$ cat config.mk
export PLATFORM = sky130hd
export DESIGN_NAME = soft_uart_event_receiver_flat
export DESIGN_NICKNAME = d
export VERILOG_FILES = /design/src/suer_pkg.sv /design/src/suer_if.sv /design/src/suer_rx.sv /design/src/soft_uart_event_receiver.sv /design/src/flat_wrapper.sv
export SDC_FILE = /design/constraint.sdc
export NUM_CORES = 1
export LEC_CHECK = 0
export ABC_AREA = 1
export BUFFER_PORTS_ARGS = -buffer_cell sky130_fd_sc_hd__buf_2
export CORE_MARGIN = 2
export CORE_UTILIZATION = 60
export DETAILED_ROUTE_END_ITERATION = 8
export PLACE_DENSITY = 0.81
export SLEW_MARGIN = 30
export SYNTH_ARGS = -nofsm -noshare
export SYNTH_HDL_FRONTEND = slang
export SYNTH_SLANG_ARGS = --single-unit
$ cat constraint.sdc
create_clock -name clk_i -period 2.77 [get_ports clk_i]
set_input_delay 0.554 -clock clk_i [delete_from_list [all_inputs] [get_ports clk_i]]
set_output_delay 0.554 -clock clk_i [all_outputs]
set_load 0.01 [all_outputs]
$ cat src/suer_pkg.sv
// package for the event driven uart receiver
// holds event, status and register codes and the shared struct types; no dependencies
package suer_pkg;

  localparam int unsigned FrameLenW = 11;
  localparam int unsigned TimeoutW  = 16;
  localparam int unsigned BitPosW   = 4;
  localparam int unsigned CfgDataW  = 16;
  localparam int unsigned CfgIdxW   = 1;

  localparam logic [BitPosW-1:0] IdlePos = BitPosW'(10);
  localparam logic [BitPosW-1:0] StopPos = BitPosW'(9);

  typedef enum logic [1:0] {
    FUNC_START  = 2'd0,
    FUNC_SAMPLE = 2'd1,
    FUNC_EDGE   = 2'd2,
    FUNC_TICK   = 2'd3
  } func_e;

  typedef enum logic [2:0] {
    ST_NONE    = 3'd0,
    ST_BYTE    = 3'd1,
    ST_LAST    = 3'd2,
    ST_FRAME   = 3'd3,
    ST_TIMEOUT = 3'd4
  } status_e;

  typedef enum logic [CfgIdxW-1:0] {
    CFG_FRAME_LENGTH  = 1'd0,
    CFG_TIMEOUT_LIMIT = 1'd1
  } cfg_idx_e;

  typedef struct packed {
    logic [FrameLenW-1:0] frame_length;
    logic [TimeoutW-1:0]  timeout_limit;
  } cfg_t;

  typedef struct packed {
    status_e    status;
    logic [7:0] data_byte;
  } res_t;

endpackage

$ cat src/suer_if.sv
// valid/ready channel interfaces for event words and result words
// depends on suer_pkg
interface suer_in_if;
  import suer_pkg::*;
  logic       valid;
  logic       ready;
  func_e      func;
  logic       line_level;

  modport source (output valid, output func, output line_level, input ready);
  modport sink (input valid, input func, input line_level, output ready);
endinterface

interface suer_out_if;
  import suer_pkg::*;
  logic       valid;
  logic       ready;
  status_e    status;
  logic [7:0] data_byte;

  modport source (output valid, output status, output data_byte, input ready);
  modport sink (input valid, input status, input data_byte, output ready);
endinterface

$ cat src/suer_rx.sv
// receiver state and per-event next-state and result logic
// depends on suer_pkg
module suer_rx (
  input  logic                 clk_i,
  input  logic                 rst_ni,
  input  logic                 step_i,
  input  suer_pkg::func_e      func_i,
  input  logic                 level_i,
  input  suer_pkg::cfg_t       cfg_i,
  output suer_pkg::res_t       res_o
);
  import suer_pkg::*;

  logic                 active_q, active_d;
  logic [BitPosW-1:0]   bit_pos_q, bit_pos_d;
  logic [7:0]           shift_q, shift_d;
  logic [FrameLenW-1:0] left_q, left_d;
  logic [TimeoutW-1:0]  tmo_q, tmo_d;
  logic [FrameLenW-1:0] left_dec;

  assign left_dec = left_q - FrameLenW'(1);

  always_comb begin
    active_d         = active_q;
    bit_pos_d        = bit_pos_q;
    shift_d          = shift_q;
    left_d           = left_q;
    tmo_d            = tmo_q;
    res_o.status     = ST_NONE;
    res_o.data_byte  = 8'h00;
    if (func_i == FUNC_START) begin
      active_d  = 1'b1;
      bit_pos_d = IdlePos;
      shift_d   = 8'h00;
      left_d    = (cfg_i.frame_length == '0) ? FrameLenW'(1) : cfg_i.frame_length;
      tmo_d     = '0;
    end else if (active_q) begin
      unique case (func_i)
        FUNC_SAMPLE: begin
          if (bit_pos_q >= IdlePos) begin
            // waiting for an edge
          end else if (bit_pos_q == '0) begin
            if (level_i) begin
              res_o.status = ST_FRAME;
              active_d     = 1'b0;
              bit_pos_d    = IdlePos;
            end else begin
              shift_d   = 8'h00;
              bit_pos_d = BitPosW'(1);
            end
          end else if (bit_pos_q < StopPos) begin
            shift_d   = {level_i, shift_q[7:1]};
            bit_pos_d = bit_pos_q + BitPosW'(1);
          end else if (!level_i) begin
            res_o.status = ST_FRAME;
            active_d     = 1'b0;
            bit_pos_d    = IdlePos;
          end else begin
            res_o.data_byte = shift_q;
            bit_pos_d       = IdlePos;
            left_d          = left_dec;
            if (left_dec == '0) begin
              res_o.status = ST_LAST;
              active_d     = 1'b0;
            end else begin
              res_o.status = ST_BYTE;
              tmo_d        = '0;
            end
          end
        end
        FUNC_EDGE: begin
          if (bit_pos_q >= IdlePos) begin
            bit_pos_d = '0;
          end
        end
        FUNC_TICK: begin
          if (tmo_q >= cfg_i.timeout_limit) begin
            res_o.status = ST_TIMEOUT;
            active_d     = 1'b0;
            bit_pos_d    = IdlePos;
          end else begin
            tmo_d = tmo_q + TimeoutW'(1);
          end
        end
        default: begin
        end
      endcase
    end
  end

  always_ff @(posedge clk_i or negedge rst_ni) begin
    if (!rst_ni) begin
      active_q  <= 1'b0;
      bit_pos_q <= IdlePos;
      shift_q   <= 8'h00;
      left_q    <= '0;
      tmo_q     <= '0;
    end else if (step_i) begin
      active_q  <= active_d;
      bit_pos_q <= bit_pos_d;
      shift_q   <= shift_d;
      left_q    <= left_d;
      tmo_q     <= tmo_d;
    end
  end

  a_pos_range: assert property (@(posedge clk_i) disable iff (!rst_ni)
    bit_pos_q <= IdlePos)
    else $error("bit position out of range");

  a_idle_pos: assert property (@(posedge clk_i) disable iff (!rst_ni)
    !active_q |-> bit_pos_q == IdlePos)
    else $error("receiver not armed but inside a character");

  a_last_stops: assert property (@(posedge clk_i) disable iff (!rst_ni)
    step_i && res_o.status == ST_LAST |=> !active_q && bit_pos_q == IdlePos)
    else $error("final byte did not end reception");

  a_unarmed_quiet: assert property (@(posedge clk_i) disable iff (!rst_ni)
    step_i && !active_q && func_i != FUNC_START |-> res_o.status == ST_NONE)
    else $error("result reported while not armed");

endmodule

$ cat src/soft_uart_event_receiver.sv
// top level of the event driven 8n1 uart receiver
// depends on suer_pkg, suer_if and suer_rx
//
// in_i carries one event word per handshake: func (start, half-bit sample,
// falling edge, timebase tick) and the sampled line level. out_o returns
// exactly one result word per event: status and the received byte.
// an accepted event waits in the input register until the output register
// is free or being emptied, is processed by the receiver state logic and
// lands in the output register, where the result is offered until taken.
// one event per cycle is sustained while the sink takes every result; the
// state logic makes a single step of state update per event.
// when the sink stalls, the output register holds its word and the input
// register takes one more event; in_i.ready drops only when both are full.
// frame_length and timeout_limit are written through the cfg port, index 0
// and 1; the user must write them only while no event is in flight, which
// the block itself does not enforce. reset sets frame_length to 1,
// timeout_limit to 4999, leaves the receiver not armed and empties both registers.
module soft_uart_event_receiver (
  input  logic                            clk_i,
  input  logic                            rst_ni,
  input  logic                            cfg_we_i,
  input  logic [suer_pkg::CfgIdxW-1:0]    cfg_idx_i,
  input  logic [suer_pkg::CfgDataW-1:0]   cfg_data_i,
  suer_in_if.sink                         in_i,
  suer_out_if.source                      out_o
);
  import suer_pkg::*;

  cfg_t  cfg_q;
  logic  in_vld_q;
  func_e in_func_q;
  logic  in_lvl_q;
  logic  out_vld_q;
  res_t  out_q;
  res_t  res;
  logic  adv;

  assign adv         = in_vld_q && (!out_vld_q || out_o.ready);
  assign in_i.ready  = !in_vld_q || adv;

  always_ff @(posedge clk_i or negedge rst_ni) begin
    if (!rst_ni) begin
      cfg_q.frame_length  <= FrameLenW'(1);
      cfg_q.timeout_limit <= TimeoutW'(4999);
    end else if (cfg_we_i) begin
      unique case (cfg_idx_e'(cfg_idx_i))
        CFG_FRAME_LENGTH:  cfg_q.frame_length  <= cfg_data_i[FrameLenW-1:0];
        CFG_TIMEOUT_LIMIT: cfg_q.timeout_limit <= cfg_data_i[TimeoutW-1:0];
        default: begin
        end
      endcase
    end
  end

  always_ff @(posedge clk_i or negedge rst_ni) begin
    if (!rst_ni) begin
      in_vld_q <= 1'b0;
    end else if (in_i.ready) begin
      in_vld_q <= in_i.valid;
    end
  end

  always_ff @(posedge clk_i) begin
    if (in_i.ready && in_i.valid) begin
      in_func_q <= in_i.func;
      in_lvl_q  <= in_i.line_level;
    end
  end

  suer_rx u_rx (
    .clk_i   (clk_i),
    .rst_ni  (rst_ni),
    .step_i  (adv),
    .func_i  (in_func_q),
    .level_i (in_lvl_q),
    .cfg_i   (cfg_q),
    .res_o   (res)
  );

  always_ff @(posedge clk_i or negedge rst_ni) begin
    if (!rst_ni) begin
      out_vld_q <= 1'b0;
    end else if (adv) begin
      out_vld_q <= 1'b1;
    end else if (out_o.ready) begin
      out_vld_q <= 1'b0;
    end
  end

  always_ff @(posedge clk_i) begin
    if (adv) begin
      out_q <= res;
    end
  end

  assign out_o.valid     = out_vld_q;
  assign out_o.status    = out_q.status;
  assign out_o.data_byte = out_q.data_byte;

  a_stall_full: assert property (@(posedge clk_i) disable iff (!rst_ni)
    !in_i.ready |-> in_vld_q && out_vld_q)
    else $error("input stalled with a free register");

  a_adv_fills: assert property (@(posedge clk_i) disable iff (!rst_ni)
    adv |=> out_vld_q)
    else $error("processed word did not reach the output register");

  a_held_word: assert property (@(posedge clk_i) disable iff (!rst_ni)
    in_vld_q && !adv |=> in_vld_q && $stable(in_func_q) && $stable(in_lvl_q))
    else $error("pending event word lost or changed");

endmodule

$ cat src/flat_wrapper.sv
// flat-port wrapper written by rule: the top's interface ports become plain ports
module soft_uart_event_receiver_flat import suer_pkg::*;
  (clk_i, rst_ni, cfg_we_i, cfg_idx_i, cfg_data_i, in_i_valid, in_i_func, in_i_line_level, in_i_ready, out_o_valid, out_o_status, out_o_data_byte, out_o_ready);
  suer_in_if in_i_i ();
  suer_out_if out_o_i ();
  input  logic clk_i;
  input  logic rst_ni;
  input  logic cfg_we_i;
  input  logic [suer_pkg::CfgIdxW-1:0] cfg_idx_i;
  input  logic [suer_pkg::CfgDataW-1:0] cfg_data_i;
  input wire logic [$bits(in_i_i.valid)-1:0] in_i_valid;
  input wire logic [$bits(in_i_i.func)-1:0] in_i_func;
  input wire logic [$bits(in_i_i.line_level)-1:0] in_i_line_level;
  output wire logic [$bits(in_i_i.ready)-1:0] in_i_ready;
  output wire logic [$bits(out_o_i.valid)-1:0] out_o_valid;
  output wire logic [$bits(out_o_i.status)-1:0] out_o_status;
  output wire logic [$bits(out_o_i.data_byte)-1:0] out_o_data_byte;
  input wire logic [$bits(out_o_i.ready)-1:0] out_o_ready;
  assign in_i_i.valid = in_i_valid;
  assign in_i_i.func = in_i_func;
  assign in_i_i.line_level = in_i_line_level;
  assign in_i_ready = in_i_i.ready;
  assign out_o_valid = out_o_i.valid;
  assign out_o_status = out_o_i.status;
  assign out_o_data_byte = out_o_i.data_byte;
  assign out_o_i.ready = out_o_ready;
  soft_uart_event_receiver u_core (.clk_i(clk_i), .rst_ni(rst_ni), .cfg_we_i(cfg_we_i), .cfg_idx_i(cfg_idx_i), .cfg_data_i(cfg_data_i), .in_i(in_i_i), .out_o(out_o_i));
endmodule
==> impl_metrics.env <==
export IMPL_final_layout_size_suffix_gt1_frac=0.131
export IMPL_die_height_um=93.6
export IMPL_cts_hold_fix_buffers=0
export IMPL_drtIter0Drc=195
export IMPL_avgRoutedWirePerCell_um=13.5
export IMPL_mux_contribution_to_synthesized_area=0
export IMPL_power_density_mw_per_mm2=686
export IMPL_total_clock_buffers_created_by_cts=9
export IMPL_power_leakage_nw=2.55
export IMPL_yosysWarningCount=0
export IMPL_finalCriticalPeriod_ps=2360
export IMPL_grt_pass1_vias=4054
export IMPL_worst_skew_pair_late_latency_ps=360
export IMPL_grt_antenna_before_repair=0
export IMPL_tightestPinTransition_ps=868
export IMPL_vdd_drop_max_uv=312
export IMPL_netlist_cell_type_count=36
export IMPL_layout_worst_path_cycle_share=0.851
export IMPL_maxCapViolations=0
export IMPL_cts_tree="done"
export IMPL_tns_ps=0
export IMPL_ctsRootBufferMaster="clkbuf_8"
export IMPL_synth_net_count=667
export IMPL_synth_compound_area_share=0.119
export IMPL_drt_wl_total_um=10300
export IMPL_detail_route_first_pass_iterations=5
export IMPL_synth_simple_gate_area_frac=0.265
export IMPL_worstSetupPathType="reg2reg"
export IMPL_timing_hold_worst_class="in2async"
export IMPL_place_port_buffers=37
export IMPL_syn_inst=615
export IMPL_syn_area_per_cell_um2=7.84
export IMPL_antenna_cells_inserted=0
export IMPL_place_gp_congestion=0.888
export IMPL_upper_clock_frequency_limit_mhz=424
export IMPL_clk_skew_ps=16.1
export IMPL_cp_data_required_time_ps=3020
export IMPL_power_mw=3.61
export IMPL_ctsLongestPathBuffers=2
export IMPL_synthAdderAreaFrac=0.0701
export IMPL_pin_count=38
export IMPL_final_setup_viol_count=0
export IMPL_die_area_mm2=0.00877
export IMPL_cts_reportedPaths_clkPinSlew_ps=80
export IMPL_cts_sink_count=83
export IMPL_post_layout_nonfiller_instances=760
export IMPL_placed_cells=744
export IMPL_vias_per_cell=5.41
export IMPL_die_w_um=93.6
export IMPL_cp_arrival_ps=2610
export IMPL_finalMaxSlewViolations=0
export IMPL_floorplan_initialDensity=0.620
export IMPL_rsz_0062_raised_after_global_routing="false"
export IMPL_seq_total_area_yosys=0.448
export IMPL_dp_final_hpwl_um=7720
export IMPL_worst_setup_end_kind="flop"
export IMPL_vias=4115
export IMPL_gr_usage_all_layers=0.260
export IMPL_synth_ff_latch_count=83
export IMPL_cp_max_fo=17
export IMPL_post_cts_resized_instances=0
export IMPL_grt_overflow_total=0
export IMPL_coreArea_mm2=0.00777
export IMPL_area_growth_syn_to_layout_pct=9.32
export IMPL_slew_headroom=0.420
export IMPL_drt_antenna_violating_nets=0
export IMPL_row_count=32
export IMPL_remaining_drc_errors=0
export IMPL_setup_worst_path_start_class="flop"
export IMPL_cts_htree_levels=3
export IMPL_largest_net_degree_at_the_start_of_global_routing=42
export IMPL_wire_length_of_the_first_global_routing_pass_um=17900
export IMPL_mappedNetlistArea_mm2=0.00482
export IMPL_synth_xor_xnor_area_share=0.0109
export IMPL_status="finished clean"
export IMPL_postCtsSetupRepairBufs=0
export IMPL_hold_viol_final=0
export IMPL_synth_top_family_by_area="simple AND/OR/NAND/NOR gates"
export IMPL_nNetsFinal=705
==> flip-flops by register name, indices dropped and copies added (netlist names) <==
signal	count
u_core.u_rx.tmo_q	16
u_core.in_vld_q	1
u_core.u_rx.active_q	1
u_core.cfg_q	27
u_core.out_o.valid	1
u_core.out_o.status	3
u_core.in_lvl_q	1
u_core.in_func_q	2
u_core.u_rx.left_q	11
u_core.out_o.data_byte	8
u_core.u_rx.bit_pos_q	4
u_core.u_rx.shift_q	8
==> cell families (layout without fill, tap and decap cells) <==
family | after synthesis | in the layout
simple gates | 290 | 290
buf+inv | 107 | 150
compound gates | 102 | 102
flops | 83 | 83
fa+ha+maj | 27 | 27
xor+xnor | 6 | 6
==> power breakdown <==
group	internal (mW)	switching (mW)	total, mW
registers	1.48	0.196	1.68
clock network	0.324	0.429	0.752
logic	0.394	0.788	1.18
==> through the flow <==
step / setup WS [ps] / hold slack, ps / area, um2 / utilization
floorplan: 819 / 258 / 4820 / -
global placement: 561 / 459 / 5110 / 0.658
detailed placement: 430 / 460 / 5110 / 0.658
CTS: 410 / 241 / 5270 / 0.678
global route: 187 / 276 / 5270 / 0.678
finish: 414 / 229 / 5270 / 0.678
==> worst max-delay path, cell delays in order (launching register included) <==
cell and delay [ps]:
dfstp_2 540, inv_1 60, ha_1 310, a21oi_1 150, o21ai_0 90, a21oi_1 230, nand3_1 150, nand2_1 120
nand2_2 70, nand2_4 180, nand2_4 170, nand2_1 120, nand2_1 50
==> Yosys cell counts <==
cell type,number,area share
nor2_1,56,0.044
clkinv_1,1,0.00078
nand2_1,149,0.12
ha_1,27,0.070
o21ai_0,50,0.052
inv_1,88,0.069
o21ai_1,2,0.0021
a31oi_1,6,0.0078
buf_2,3,0.0031
a21oi_1,27,0.028
dfrtp_1,59,0.31
o211ai_1,8,0.012
nor4_4,1,0.0044
o22ai_1,4,0.0052
buf_4,1,0.0016
buf_8,1,0.0031
xor2_1,4,0.0073
xnor2_1,2,0.0036
o31ai_1,3,0.0047
buf_1,1,0.00078
clkbuf_1,9,0.0070
inv_2,3,0.0023
nand3b_1,1,0.0016
nor3b_1,1,0.0016
nand2_2,2,0.0026
nor3_1,9,0.0093
nand4_1,7,0.0091
nor3_2,1,0.0021
nand2_4,2,0.0047
nor2_2,6,0.0078
nand3_1,48,0.050
dfstp_2,10,0.055
nor4_1,4,0.0052
nor2_4,3,0.0070
a21oi_4,2,0.0067
edfxtp_1,14,0.087
==> routing by layer <==
metal  vias up  wire (um)  track usage
met3        24        398       0.0604
li1       2078          -            -
met1      1914       4480        0.327
met4         0        259       0.0918
met2        99       5120        0.439
met5         -          0            0
==> worst paths after layout <==
path | startpoint | endpoint | slack (ps) | cells past startpoint
worst max-delay path | u_core.cfg_q[9]$_DFFE_PN1P_ | u_core.u_rx.tmo_q[3]$_DFFE_PN0P_ | 410 | 12
worst min-delay path | rst_ni | u_core.u_rx.shift_q[4]$_DFFE_PN0P_ | 230 | 1
worst max register to register | u_core.cfg_q[9]$_DFFE_PN1P_ | u_core.u_rx.tmo_q[3]$_DFFE_PN0P_ | 410 | 12
worst min register to register | u_core.u_rx.active_q$_DFFE_PN0P_ | u_core.u_rx.active_q$_DFFE_PN0P_ | 480 | 2
max in group asynchronous | rst_ni | u_core.cfg_q[9]$_DFFE_PN1P_ | 1820 | 2
min in group clk_i | in_i_func[1] | u_core.in_func_q[1]$_DFFE_PP_ | 380 | 1
==> cells in the final DEF, fill, tap and decap left out, drive strengths merged <==
cell type | Yosys | routed
nor3b | 1 | 1
xnor2 | 2 | 2
nand4 | 7 | 7
nand2 | 153 | 153
nor3 | 10 | 10
clkbuf | 9 | 11
edfxtp | 14 | 14
o211ai | 8 | 8
inv | 91 | 92
a31oi | 6 | 6
dfstp | 10 | 10
xor2 | 4 | 4
buf | 6 | 42
o21ai | 52 | 52
nand3b | 1 | 1
a21oi | 29 | 29
nor2 | 65 | 65
clkinv | 1 | 5
dfrtp | 59 | 59
nand3 | 48 | 48
o22ai | 4 | 4
nor4 | 5 | 5
ha | 27 | 27
o31ai | 3 | 3
==> final cells by class <==
cell class / count / area, um2
Fill cell: 661 / 2500
Inverter: 92 / 345
Timing Repair Buffer: 42 / 235
Clock buffer: 11 / 131
Clock inverter: 5 / 30.0
Multi-Input combinational cell: 425 / 2240
Sequential cell: 83 / 2160
Tap cell: 102 / 128
Power figures use the tool's default switching activity.
